File: src/design/md5_pkg.sv
// MD5 stream hasher package: chaining-word initial values, the per-round
// sine constants, the rotation amounts and the message-word schedule.
// No dependencies.
package md5_pkg;

    localparam int WORD_W      = 32;
    localparam int BLOCK_WORDS = 16;
    localparam int BUF_ADDR_W  = $clog2(BLOCK_WORDS);

    localparam logic [31:0] IV_A = 32'h6745_2301;
    localparam logic [31:0] IV_B = 32'hefcd_ab89;
    localparam logic [31:0] IV_C = 32'h98ba_dcfe;
    localparam logic [31:0] IV_D = 32'h1032_5476;

    localparam logic [7:0] PAD_BYTE = 8'h80;

    typedef struct packed {
        logic [31:0] a;
        logic [31:0] b;
        logic [31:0] c;
        logic [31:0] d;
    } md5_abcd_t;

    function automatic logic [31:0] md5_k(input logic [5:0] rnd);
        case (rnd)
            6'd0:  md5_k = 32'hd76aa478;
            6'd1:  md5_k = 32'he8c7b756;
            6'd2:  md5_k = 32'h242070db;
            6'd3:  md5_k = 32'hc1bdceee;
            6'd4:  md5_k = 32'hf57c0faf;
            6'd5:  md5_k = 32'h4787c62a;
            6'd6:  md5_k = 32'ha8304613;
            6'd7:  md5_k = 32'hfd469501;
            6'd8:  md5_k = 32'h698098d8;
            6'd9:  md5_k = 32'h8b44f7af;
            6'd10: md5_k = 32'hffff5bb1;
            6'd11: md5_k = 32'h895cd7be;
            6'd12: md5_k = 32'h6b901122;
            6'd13: md5_k = 32'hfd987193;
            6'd14: md5_k = 32'ha679438e;
            6'd15: md5_k = 32'h49b40821;
            6'd16: md5_k = 32'hf61e2562;
            6'd17: md5_k = 32'hc040b340;
            6'd18: md5_k = 32'h265e5a51;
            6'd19: md5_k = 32'he9b6c7aa;
            6'd20: md5_k = 32'hd62f105d;
            6'd21: md5_k = 32'h02441453;
            6'd22: md5_k = 32'hd8a1e681;
            6'd23: md5_k = 32'he7d3fbc8;
            6'd24: md5_k = 32'h21e1cde6;
            6'd25: md5_k = 32'hc33707d6;
            6'd26: md5_k = 32'hf4d50d87;
            6'd27: md5_k = 32'h455a14ed;
            6'd28: md5_k = 32'ha9e3e905;
            6'd29: md5_k = 32'hfcefa3f8;
            6'd30: md5_k = 32'h676f02d9;
            6'd31: md5_k = 32'h8d2a4c8a;
            6'd32: md5_k = 32'hfffa3942;
            6'd33: md5_k = 32'h8771f681;
            6'd34: md5_k = 32'h6d9d6122;
            6'd35: md5_k = 32'hfde5380c;
            6'd36: md5_k = 32'ha4beea44;
            6'd37: md5_k = 32'h4bdecfa9;
            6'd38: md5_k = 32'hf6bb4b60;
            6'd39: md5_k = 32'hbebfbc70;
            6'd40: md5_k = 32'h289b7ec6;
            6'd41: md5_k = 32'heaa127fa;
            6'd42: md5_k = 32'hd4ef3085;
            6'd43: md5_k = 32'h04881d05;
            6'd44: md5_k = 32'hd9d4d039;
            6'd45: md5_k = 32'he6db99e5;
            6'd46: md5_k = 32'h1fa27cf8;
            6'd47: md5_k = 32'hc4ac5665;
            6'd48: md5_k = 32'hf4292244;
            6'd49: md5_k = 32'h432aff97;
            6'd50: md5_k = 32'hab9423a7;
            6'd51: md5_k = 32'hfc93a039;
            6'd52: md5_k = 32'h655b59c3;
            6'd53: md5_k = 32'h8f0ccc92;
            6'd54: md5_k = 32'hffeff47d;
            6'd55: md5_k = 32'h85845dd1;
            6'd56: md5_k = 32'h6fa87e4f;
            6'd57: md5_k = 32'hfe2ce6e0;
            6'd58: md5_k = 32'ha3014314;
            6'd59: md5_k = 32'h4e0811a1;
            6'd60: md5_k = 32'hf7537e82;
            6'd61: md5_k = 32'hbd3af235;
            6'd62: md5_k = 32'h2ad7d2bb;
            6'd63: md5_k = 32'heb86d391;
            default: md5_k = 32'h0;
        endcase
    endfunction

    function automatic logic [4:0] md5_rot(input logic [5:0] rnd);
        case ({rnd[5:4], rnd[1:0]})
            4'd0:  md5_rot = 5'd7;
            4'd1:  md5_rot = 5'd12;
            4'd2:  md5_rot = 5'd17;
            4'd3:  md5_rot = 5'd22;
            4'd4:  md5_rot = 5'd5;
            4'd5:  md5_rot = 5'd9;
            4'd6:  md5_rot = 5'd14;
            4'd7:  md5_rot = 5'd20;
            4'd8:  md5_rot = 5'd4;
            4'd9:  md5_rot = 5'd11;
            4'd10: md5_rot = 5'd16;
            4'd11: md5_rot = 5'd23;
            4'd12: md5_rot = 5'd6;
            4'd13: md5_rot = 5'd10;
            4'd14: md5_rot = 5'd15;
            4'd15: md5_rot = 5'd21;
            default: md5_rot = 5'd0;
        endcase
    endfunction

    // message word used by a round
    function automatic logic [3:0] md5_g(input logic [5:0] rnd);
        logic [3:0] ri;
        ri = rnd[3:0];
        case (rnd[5:4])
            2'd0: md5_g = ri;
            2'd1: md5_g = (ri << 2) + ri + 4'd1;
            2'd2: md5_g = (ri << 1) + ri + 4'd5;
            2'd3: md5_g = (ri << 3) - ri;
            default: md5_g = ri;
        endcase
    endfunction

endpackage

File: src/design/md5_in_if.sv
// Input channel of the MD5 stream hasher: one message word per beat.
// Depends on nothing.
interface md5_in_if;
    logic        valid;
    logic        ready;
    logic [31:0] message_word;
    logic [2:0]  byte_count;
    logic        last_word;

    modport source (output valid, output message_word, output byte_count,
                    output last_word, input ready);
    modport sink   (input valid, input message_word, input byte_count,
                    input last_word, output ready);
endinterface

File: src/design/md5_out_if.sv
// Output channel of the MD5 stream hasher: one digest per beat.
// Depends on nothing.
interface md5_out_if;
    logic        valid;
    logic        ready;
    logic [31:0] digest_a;
    logic [31:0] digest_b;
    logic [31:0] digest_c;
    logic [31:0] digest_d;

    modport source (output valid, output digest_a, output digest_b,
                    output digest_c, output digest_d, input ready);
    modport sink   (input valid, input digest_a, input digest_b,
                    input digest_c, input digest_d, output ready);
endinterface

File: src/design/md5_ram.sv
// Generic simple dual-port RAM: one write port, one read port with
// registered read data. No dependencies.
module md5_ram #(
    parameter int WIDTH = 32,
    parameter int DEPTH = 16
) (
    input  logic                     clk,
    input  logic                     we,
    input  logic [$clog2(DEPTH)-1:0] waddr,
    input  logic [WIDTH-1:0]         wdata,
    input  logic [$clog2(DEPTH)-1:0] raddr,
    output logic [WIDTH-1:0]         rdata
);

    logic [WIDTH-1:0] mem [DEPTH];
    logic [WIDTH-1:0] rdata_reg;

    always_ff @(posedge clk)
    begin
        if (we)
        begin
            mem[waddr] <= wdata;
        end
        rdata_reg <= mem[raddr];
    end

    assign rdata = rdata_reg;

endmodule

File: src/design/md5_round.sv
// One MD5 round step: round function, sine constant, rotate and register
// shuffle. Depends on md5_pkg.
module md5_round
    import md5_pkg::*;
(
    input  logic [5:0]  rnd,
    input  md5_abcd_t   work,
    input  logic [31:0] msg_word,
    output md5_abcd_t   work_next
);

    logic [31:0] f;
    logic [31:0] sum;
    logic [63:0] rot_wide;

    always_comb
    begin
        case (rnd[5:4])
            2'd0: f = (work.b & work.c) | (~work.b & work.d);
            2'd1: f = (work.d & work.b) | (~work.d & work.c);
            2'd2: f = work.b ^ work.c ^ work.d;
            2'd3: f = work.c ^ (work.b | ~work.d);
            default: f = '0;
        endcase
        sum      = work.a + f + md5_k(rnd) + msg_word;
        rot_wide = {sum, sum} << md5_rot(rnd);
        work_next.a = work.d;
        work_next.b = work.b + rot_wide[63:32];
        work_next.c = work.b;
        work_next.d = work.c;
    end

endmodule

File: src/design/md5_stream_hasher.sv
// MD5 stream hasher top level: byte gathering, padding sequencer and the
// compression loop around the block buffer RAM. Depends on md5_pkg,
// md5_in_if, md5_out_if, md5_ram and md5_round.
//
// A message word is taken while the hasher is idle; bytes are packed into whole
// words in a small gather register and written to a 16-word block buffer RAM.
// When a 64-byte block fills, the input stalls for a prefetch of the first
// message word, 64 rounds at one per cycle through the single round unit, fed
// by the buffer RAM's read port one word ahead, and a step that adds into the
// chaining words. The last word adds a step that writes the pad byte, a fill
// of the remaining buffer words at one per cycle, one compression (two when
// fewer than nine bytes are left for the length), and a step that moves the
// digest into the output register once that register is free; the next
// message may start while the digest waits there. The buffer needs no
// clearing after reset.
module md5_stream_hasher
    import md5_pkg::*;
(
    input  logic        clk,
    input  logic        rst_n,
    md5_in_if.sink      msg_in,
    md5_out_if.source   digest_out
);

    localparam logic [2:0] ST_IDLE = 3'd0;
    localparam logic [2:0] ST_PRE  = 3'd1;
    localparam logic [2:0] ST_COMP = 3'd2;
    localparam logic [2:0] ST_FIN  = 3'd3;
    localparam logic [2:0] ST_HEAD = 3'd4;
    localparam logic [2:0] ST_FILL = 3'd5;
    localparam logic [2:0] ST_DONE = 3'd6;

    logic [2:0]            state_reg, state_next;
    logic [5:0]            bib_reg, bib_next;
    logic [60:0]           msg_bytes_reg, msg_bytes_next;
    logic [23:0]           partial_reg, partial_next;
    logic [5:0]            rnd_reg, rnd_next;
    logic [BUF_ADDR_W-1:0] idx_reg, idx_next;
    logic                  pad_pending_reg, pad_pending_next;
    logic                  pad_mode_reg, pad_mode_next;
    logic                  extra_reg, extra_next;
    md5_abcd_t             chain_reg, chain_next;
    md5_abcd_t             work_reg, work_next;
    md5_abcd_t             round_out;
    logic                  out_valid_reg, out_valid_next;
    md5_abcd_t             out_reg, out_next;

    logic                  ram_we;
    logic [BUF_ADDR_W-1:0] ram_waddr;
    logic [WORD_W-1:0]     ram_wdata;
    logic [BUF_ADDR_W-1:0] ram_raddr;
    logic [WORD_W-1:0]     ram_rdata;

    logic                  accept;
    logic [2:0]            cnt;
    logic [31:0]           word_masked;
    logic [55:0]           merged;
    logic [2:0]            fill_sum;
    logic [63:0]           bit_len;
    logic                  out_free;
    logic                  partial_clean;

    md5_ram #(
        .WIDTH (WORD_W),
        .DEPTH (BLOCK_WORDS)
    ) u_buf (
        .clk   (clk),
        .we    (ram_we),
        .waddr (ram_waddr),
        .wdata (ram_wdata),
        .raddr (ram_raddr),
        .rdata (ram_rdata)
    );

    md5_round u_round (
        .rnd       (rnd_reg),
        .work      (work_reg),
        .msg_word  (ram_rdata),
        .work_next (round_out)
    );

    assign msg_in.ready = (state_reg == ST_IDLE);
    assign accept       = msg_in.valid && msg_in.ready;
    assign out_free     = !out_valid_reg || digest_out.ready;
    assign bit_len      = {msg_bytes_reg, 3'b000};

    always_comb
    begin
        cnt = (msg_in.byte_count > 3'd4) ? 3'd4 : msg_in.byte_count;
        for (int k = 0; k < 4; k++)
        begin
            word_masked[8*k +: 8] = (3'(k) < cnt) ? msg_in.message_word[8*k +: 8] : 8'h00;
        end
        merged   = {32'h0, partial_reg} | ({24'h0, word_masked} << {bib_reg[1:0], 3'b000});
        fill_sum = {1'b0, bib_reg[1:0]} + cnt;
    end

    always_comb
    begin
        state_next       = state_reg;
        bib_next         = bib_reg;
        msg_bytes_next   = msg_bytes_reg;
        partial_next     = partial_reg;
        rnd_next         = rnd_reg;
        idx_next         = idx_reg;
        pad_pending_next = pad_pending_reg;
        pad_mode_next    = pad_mode_reg;
        extra_next       = extra_reg;
        chain_next       = chain_reg;
        work_next        = work_reg;
        out_valid_next   = out_valid_reg;
        out_next         = out_reg;
        ram_we           = 1'b0;
        ram_waddr        = bib_reg[5:2];
        ram_wdata        = merged[31:0];
        ram_raddr        = md5_g(6'd0);

        if (digest_out.ready)
        begin
            out_valid_next = 1'b0;
        end

        case (state_reg)
            ST_IDLE:
            begin
                if (accept)
                begin
                    bib_next       = bib_reg + {3'b000, cnt};
                    msg_bytes_next = msg_bytes_reg + {58'h0, cnt};
                    if (fill_sum[2])
                    begin
                        ram_we       = 1'b1;
                        partial_next = merged[55:32];
                    end
                    else
                    begin
                        partial_next = merged[23:0];
                    end
                    if (fill_sum[2] && (bib_reg[5:2] == BUF_ADDR_W'(BLOCK_WORDS - 1)))
                    begin
                        pad_pending_next = msg_in.last_word;
                        state_next       = ST_PRE;
                    end
                    else if (msg_in.last_word)
                    begin
                        state_next = ST_HEAD;
                    end
                end
            end

            ST_PRE:
            begin
                work_next  = chain_reg;
                rnd_next   = 6'd0;
                state_next = ST_COMP;
            end

            ST_COMP:
            begin
                ram_raddr = md5_g(rnd_reg + 6'd1);
                work_next = round_out;
                rnd_next  = rnd_reg + 6'd1;
                if (rnd_reg == 6'd63)
                begin
                    state_next = ST_FIN;
                end
            end

            ST_FIN:
            begin
                chain_next.a = chain_reg.a + work_reg.a;
                chain_next.b = chain_reg.b + work_reg.b;
                chain_next.c = chain_reg.c + work_reg.c;
                chain_next.d = chain_reg.d + work_reg.d;
                if (pad_mode_reg)
                begin
                    if (extra_reg)
                    begin
                        extra_next = 1'b0;
                        idx_next   = '0;
                        state_next = ST_FILL;
                    end
                    else
                    begin
                        state_next = ST_DONE;
                    end
                end
                else if (pad_pending_reg)
                begin
                    pad_pending_next = 1'b0;
                    state_next       = ST_HEAD;
                end
                else
                begin
                    state_next = ST_IDLE;
                end
            end

            ST_HEAD:
            begin
                ram_we        = 1'b1;
                ram_wdata     = {8'h00, partial_reg}
                              | ({24'h0, PAD_BYTE} << {bib_reg[1:0], 3'b000});
                pad_mode_next = 1'b1;
                extra_next    = (bib_reg[5:3] == 3'b111);
                idx_next      = bib_reg[5:2] + 4'd1;
                if (bib_reg[5:2] == BUF_ADDR_W'(BLOCK_WORDS - 1))
                begin
                    state_next = ST_PRE;
                end
                else
                begin
                    state_next = ST_FILL;
                end
            end

            ST_FILL:
            begin
                ram_we    = 1'b1;
                ram_waddr = idx_reg;
                if ((idx_reg >= BUF_ADDR_W'(BLOCK_WORDS - 2)) && !extra_reg)
                begin
                    ram_wdata = idx_reg[0] ? bit_len[63:32] : bit_len[31:0];
                end
                else
                begin
                    ram_wdata = '0;
                end
                idx_next = idx_reg + 4'd1;
                if (idx_reg == BUF_ADDR_W'(BLOCK_WORDS - 1))
                begin
                    state_next = ST_PRE;
                end
            end

            ST_DONE:
            begin
                if (out_free)
                begin
                    out_next       = chain_reg;
                    out_valid_next = 1'b1;
                    chain_next     = '{a: IV_A, b: IV_B, c: IV_C, d: IV_D};
                    bib_next       = '0;
                    msg_bytes_next = '0;
                    partial_next   = '0;
                    pad_mode_next  = 1'b0;
                    state_next     = ST_IDLE;
                end
            end

            default:
            begin
                state_next = ST_IDLE;
            end
        endcase
    end

    always_ff @(posedge clk or negedge rst_n)
    begin
        if (!rst_n)
        begin
            state_reg       <= ST_IDLE;
            bib_reg         <= '0;
            msg_bytes_reg   <= '0;
            partial_reg     <= '0;
            rnd_reg         <= '0;
            idx_reg         <= '0;
            pad_pending_reg <= 1'b0;
            pad_mode_reg    <= 1'b0;
            extra_reg       <= 1'b0;
            chain_reg       <= '{a: IV_A, b: IV_B, c: IV_C, d: IV_D};
            out_valid_reg   <= 1'b0;
        end
        else
        begin
            state_reg       <= state_next;
            bib_reg         <= bib_next;
            msg_bytes_reg   <= msg_bytes_next;
            partial_reg     <= partial_next;
            rnd_reg         <= rnd_next;
            idx_reg         <= idx_next;
            pad_pending_reg <= pad_pending_next;
            pad_mode_reg    <= pad_mode_next;
            extra_reg       <= extra_next;
            chain_reg       <= chain_next;
            out_valid_reg   <= out_valid_next;
        end
    end

    always_ff @(posedge clk)
    begin
        work_reg <= work_next;
        out_reg  <= out_next;
    end

    assign digest_out.valid    = out_valid_reg;
    assign digest_out.digest_a = out_reg.a;
    assign digest_out.digest_b = out_reg.b;
    assign digest_out.digest_c = out_reg.c;
    assign digest_out.digest_d = out_reg.d;

    assign partial_clean =
        ((partial_reg & ~24'((32'h1 << {bib_reg[1:0], 3'b000}) - 32'h1)) == 24'h0);

    assert property (@(posedge clk) disable iff (!rst_n)
        (state_reg == ST_COMP) |-> !ram_we)
    else $error("block buffer written during compression");

    assert property (@(posedge clk) disable iff (!rst_n)
        $rose(out_valid_reg) |-> $past(state_reg == ST_DONE))
    else $error("digest beat raised outside the final step");

    assert property (@(posedge clk) disable iff (!rst_n)
        partial_clean)
    else $error("gather register holds bytes beyond the fill level");

    assert property (@(posedge clk) disable iff (!rst_n)
        (state_reg == ST_DONE && out_free) |=> (bib_reg == 6'd0 && msg_bytes_reg == 61'h0))
    else $error("byte counters not cleared after digest");

endmodule

File: src/flat_wrapper.sv
// flat-port wrapper written by rule: the top's interface ports become plain ports
module md5_stream_hasher_flat import md5_pkg::*;
  (clk, rst_n, msg_in_valid, msg_in_message_word, msg_in_byte_count, msg_in_last_word, msg_in_ready, digest_out_valid, digest_out_digest_a, digest_out_digest_b, digest_out_digest_c, digest_out_digest_d, digest_out_ready);
  md5_in_if msg_in_i ();
  md5_out_if digest_out_i ();
  input  logic clk;
  input  logic rst_n;
  input wire logic [$bits(msg_in_i.valid)-1:0] msg_in_valid;
  input wire logic [$bits(msg_in_i.message_word)-1:0] msg_in_message_word;
  input wire logic [$bits(msg_in_i.byte_count)-1:0] msg_in_byte_count;
  input wire logic [$bits(msg_in_i.last_word)-1:0] msg_in_last_word;
  output wire logic [$bits(msg_in_i.ready)-1:0] msg_in_ready;
  output wire logic [$bits(digest_out_i.valid)-1:0] digest_out_valid;
  output wire logic [$bits(digest_out_i.digest_a)-1:0] digest_out_digest_a;
  output wire logic [$bits(digest_out_i.digest_b)-1:0] digest_out_digest_b;
  output wire logic [$bits(digest_out_i.digest_c)-1:0] digest_out_digest_c;
  output wire logic [$bits(digest_out_i.digest_d)-1:0] digest_out_digest_d;
  input wire logic [$bits(digest_out_i.ready)-1:0] digest_out_ready;
  assign msg_in_i.valid = msg_in_valid;
  assign msg_in_i.message_word = msg_in_message_word;
  assign msg_in_i.byte_count = msg_in_byte_count;
  assign msg_in_i.last_word = msg_in_last_word;
  assign msg_in_ready = msg_in_i.ready;
  assign digest_out_valid = digest_out_i.valid;
  assign digest_out_digest_a = digest_out_i.digest_a;
  assign digest_out_digest_b = digest_out_i.digest_b;
  assign digest_out_digest_c = digest_out_i.digest_c;
  assign digest_out_digest_d = digest_out_i.digest_d;
  assign digest_out_i.ready = digest_out_ready;
  md5_stream_hasher u_core (.clk(clk), .rst_n(rst_n), .msg_in(msg_in_i), .digest_out(digest_out_i));
endmodule
File: config.mk
export PLATFORM = sky130hd
export DESIGN_NAME = md5_stream_hasher_flat
export DESIGN_NICKNAME = d
export VERILOG_FILES = /design/src/design/md5_pkg.sv /design/src/design/md5_in_if.sv /design/src/design/md5_out_if.sv /design/src/design/md5_ram.sv /design/src/design/md5_round.sv /design/src/design/md5_stream_hasher.sv /design/src/flat_wrapper.sv
export SDC_FILE = /design/constraint.sdc
export NUM_CORES = 2
export LEC_CHECK = 0
export BUFFER_PORTS_ARGS = -buffer_cell sky130_fd_sc_hd__buf_4
export CORE_MARGIN = 2
export CORE_UTILIZATION = 35
export DETAILED_ROUTE_END_ITERATION = 16
export GPL_TIMING_DRIVEN = 0
export MAX_ROUTING_LAYER = met4
export PLACE_DENSITY_LB_ADDON = 0.12
export REMOVE_ABC_BUFFERS = 1
export SLEW_MARGIN = 30
export SYNTH_ARGS = -nofsm -noshare
export SYNTH_HDL_FRONTEND = slang
export SYNTH_SLANG_ARGS = --single-unit
File: constraint.sdc
create_clock -name clk -period 11.2 [get_ports clk]
set_input_delay 2.24 -clock clk [delete_from_list [all_inputs] [get_ports clk]]
set_output_delay 2.24 -clock clk [all_outputs]
set_load 0.01 [all_outputs]
==> flow_metrics.py <==
metrics = {
    "clocking": {
        "cts_hold_buf": 0,
        "cts_max_level": 3,
        "clock_sinks": 1036,
        "cts_tree": "done",
        "clockRootBuffer": "clkbuf_16",
        "cts_made_buffers": 120,
        "clk_pin_slew_worst_paths_ns": 0.06,
        "cts_buffer_depth": 3,
        "worstSkewPairLatency_ns": 0.81,
    },
    "grt": {
        "antenna_found_initial": 6,
        "grt_usage_pct": 23.1,
        "grt_pass1_vias": 45172,
        "grt_pass1_wl_um": 295000,
        "gr-total-overflow": 0,
        "grt_max_degree": 72,
    },
    "final_layout": {
        "area_growth_pct": 17.9,
        "layout-drive-gt1-share_pct": 13.0,
        "diodes": 0,
        "largest_reg_flops": 512,
        "nFillCells": 16349,
        "final_area_um2": 70300,
        "final_nets": 6400,
    },
    "route": {
        "wl_per_cell_um": 23.7,
        "vias": 46498,
        "drtIter0Drc": 3301,
        "firstDrtPassIters": 5,
        "drc": 0,
        "drt-vias-per-instance": 5.54,
        "routed_wl_um": 199000,
        "ant_nets": 0,
    },
    "sta": {
        "setup_slack_ns": 0.455,
        "finalHoldViolations": 0,
        "rsz0062_at_grt": "false",
        "worst_slew_pin_slew_ns": 1.00,
        "skew_ns": 0.0799,
        "relSlewSlack_pct": 33.1,
        "fin_crit_ns": 10.75,
        "setup_violations": 0,
        "fin_crit_sh_pct": 95.9,
        "max_freq_mhz": 93.1,
        "drv_slew": 0,
    },
    "placement": {
        "place_ws_ns": -2.32,
        "gp_congestion": 0.941,
        "dp_hpwl_um": 144000,
        "dpl_cell_area_um2": 66000,
        "io_buffer_count": 169,
    },
    "logic_synthesis": {
        "synth-main-ff-cell": "edfxtp_1",
        "synth_cell_types": 102,
        "ys_warn_count": 0,
        "synth_enable_flop_cells": 768,
        "synthesis.area_um2": 59700,
        "postSynthCellCount": 5976,
        "async_flop_share_pct": 22.8,
        "yosysSeqAreaShare_pct": 49.8,
        "synth_area_leaders": "edfxtp_1, dfrtp_1, nand2_1, ha_1, a21oi_1",
        "yosys_register_bits": 1036,
        "synth_most_common_cell": "nand2_1",
        "avgSynthCellArea_um2": 9.98,
        "yosys.area.top_type": "edfxtp_1",
        "netlist_top_cells_count": "nand2_1, edfxtp_1, a21oi_1",
        "synth_top_area_share_pct": 38.7,
    },
    "job": {
        "cap_violations": 0,
    },
    "critical_path": {
        "crit_top_cell": "buf_4",
        "cp_slowest_cell": "o21ai_1",
        "reg2reg_slack_ns": 0.45,
        "path_max_fanout": 7,
        "r2r_end": "u_core.work_reg[95]",
        "r2r_start": "u_core.rnd_reg[1]",
        "critPathCaptureType": "register",
        "worst_ep_arrival_time_ns": 11.21,
        "cpPeakStageDelay_ns": 0.53,
        "required_ns": 11.66,
        "reg2reg_depth": 39,
        "path_class": "register to register",
        "start_kind": "register",
    },
    "floorplan": {
        "rows": 151,
        "dieWidth_um": 417,
        "coreArea_um2": 169000,
        "io_pins": 170,
        "die_area_um2": 174000,
        "dieHeight_um": 417,
        "start_util_pct": 35.2,
    },
    "worst_hold_path": {
        "min_to": "u_core.partial_reg[18]",
        "min_from": "u_core.partial_reg[18]",
        "whs_path_depth": 2,
        "hold_class": "register to register",
    },
    "outcome": {
        "status": "complete, no violations",
    },
}
-- critical path: cells and delay by family, from the launching register on --
kind,cells,cell delay (ns)
buffers and inverters,7,1.07
AO/OA/AOI/OAI,17,4.21
AND/OR/NAND/NOR,8,2.04
adder cells (fa/ha/maj),5,2.01
multiplexers,2,0.55
flip-flops,1,0.50
-- cell usage in the layout, fill, tap and decap left out, types with 64 or more instances in the layout --
cell and instances:
xnor2_1 131, nand3_1 119, nand2_1 902, fa_1 70, o21ai_0 396, a21o_1 98
a21oi_1 437, nor2_1 324, edfxtp_1 768, mux2i_1 96, clkbuf_16 120, dfrtp_1 162
nor3_1 107, a311oi_1 79, buf_4 183, xor2_1 105, ha_1 216, dfstp_2 64
and2_1 139, buf_16 80, inv_1 233, a211oi_1 225, a31oi_1 143
-- routing by layer --
metal / vias up / global-route usage [%] / part of all wire [%]
met5: - / - / 0
met4: 0 / 7.81 / 3.6
met3: 298 / 2.66 / 3.6
met2: 1069 / 38.3 / 49
met1: 22994 / 29.2 / 44
li1: 22137 / - / -
-- cells by family after synthesis --
group,after synthesis,share of synthesized area (%)
buffers and inverters,584,3.74
AOI/OAI and AO/OA,1764,18.8
xor gates and xnor gates,241,3.56
adders and majority gates,291,6.98
DFF,1036,49.8
and+or+nand+nor,1927,14.6
muxes,133,2.49
-- per-stage QoR --
step | hold WS, ns | utilization [%] | setup TNS, ns | std cells
finish | 0.490 | 41.5 | 0 | 8395
global route | 0.512 | 41.5 | 0 | 8395
CTS | 0.492 | 41.4 | 0 | 8388
detailed placement | 0.482 | 39.0 | -27.04 | 8156
global placement | 0.470 | 36.8 | -1950.81 | 8020
floorplan | 0.448 | - | -27.33 | 5633
-- worst max path at each step --
stage | start | to | slack (ns) | cells after the start
global route | u_core.rnd_reg[0] | u_core.work_reg[92] | 0.02 | 40
detailed placement | u_core.rnd_reg[0] | u_core.work_reg[95] | -2.32 | 37
global placement | u_core.state_reg[0] | u_core.u_buf.rdata[24] | -15.28 | 7
floorplan | u_core.rnd_reg[3] | u_core.work_reg[92] | -1.20 | 36
CTS | u_core.rnd_reg[0] | u_core.work_reg[92] | 0.005 | 39
finish | u_core.rnd_reg[1] | u_core.work_reg[95] | 0.45 | 39
-- layout make-up --
class	instances	area, um^2	area share [%]
inverter	241	938	1.33
multi-input combinational	4356	28400	40.3
clock buffer	152	3220	4.58
clock inverter	78	911	1.30
timing repair buffer	314	4390	6.24
tap	2218	2780	3.95
sequential	1036	29700	42.3
-- what timing repair did --
item | CTS | global route
setup endpoints to repair | 25 | 8
buffers inserted | 2 | 7
pin swaps | 0 | 1
gates resized for setup | 17 | 21
Power is not shown: default switching activity piles up to over one toggle a cycle in this logic, so the estimate is an artifact.
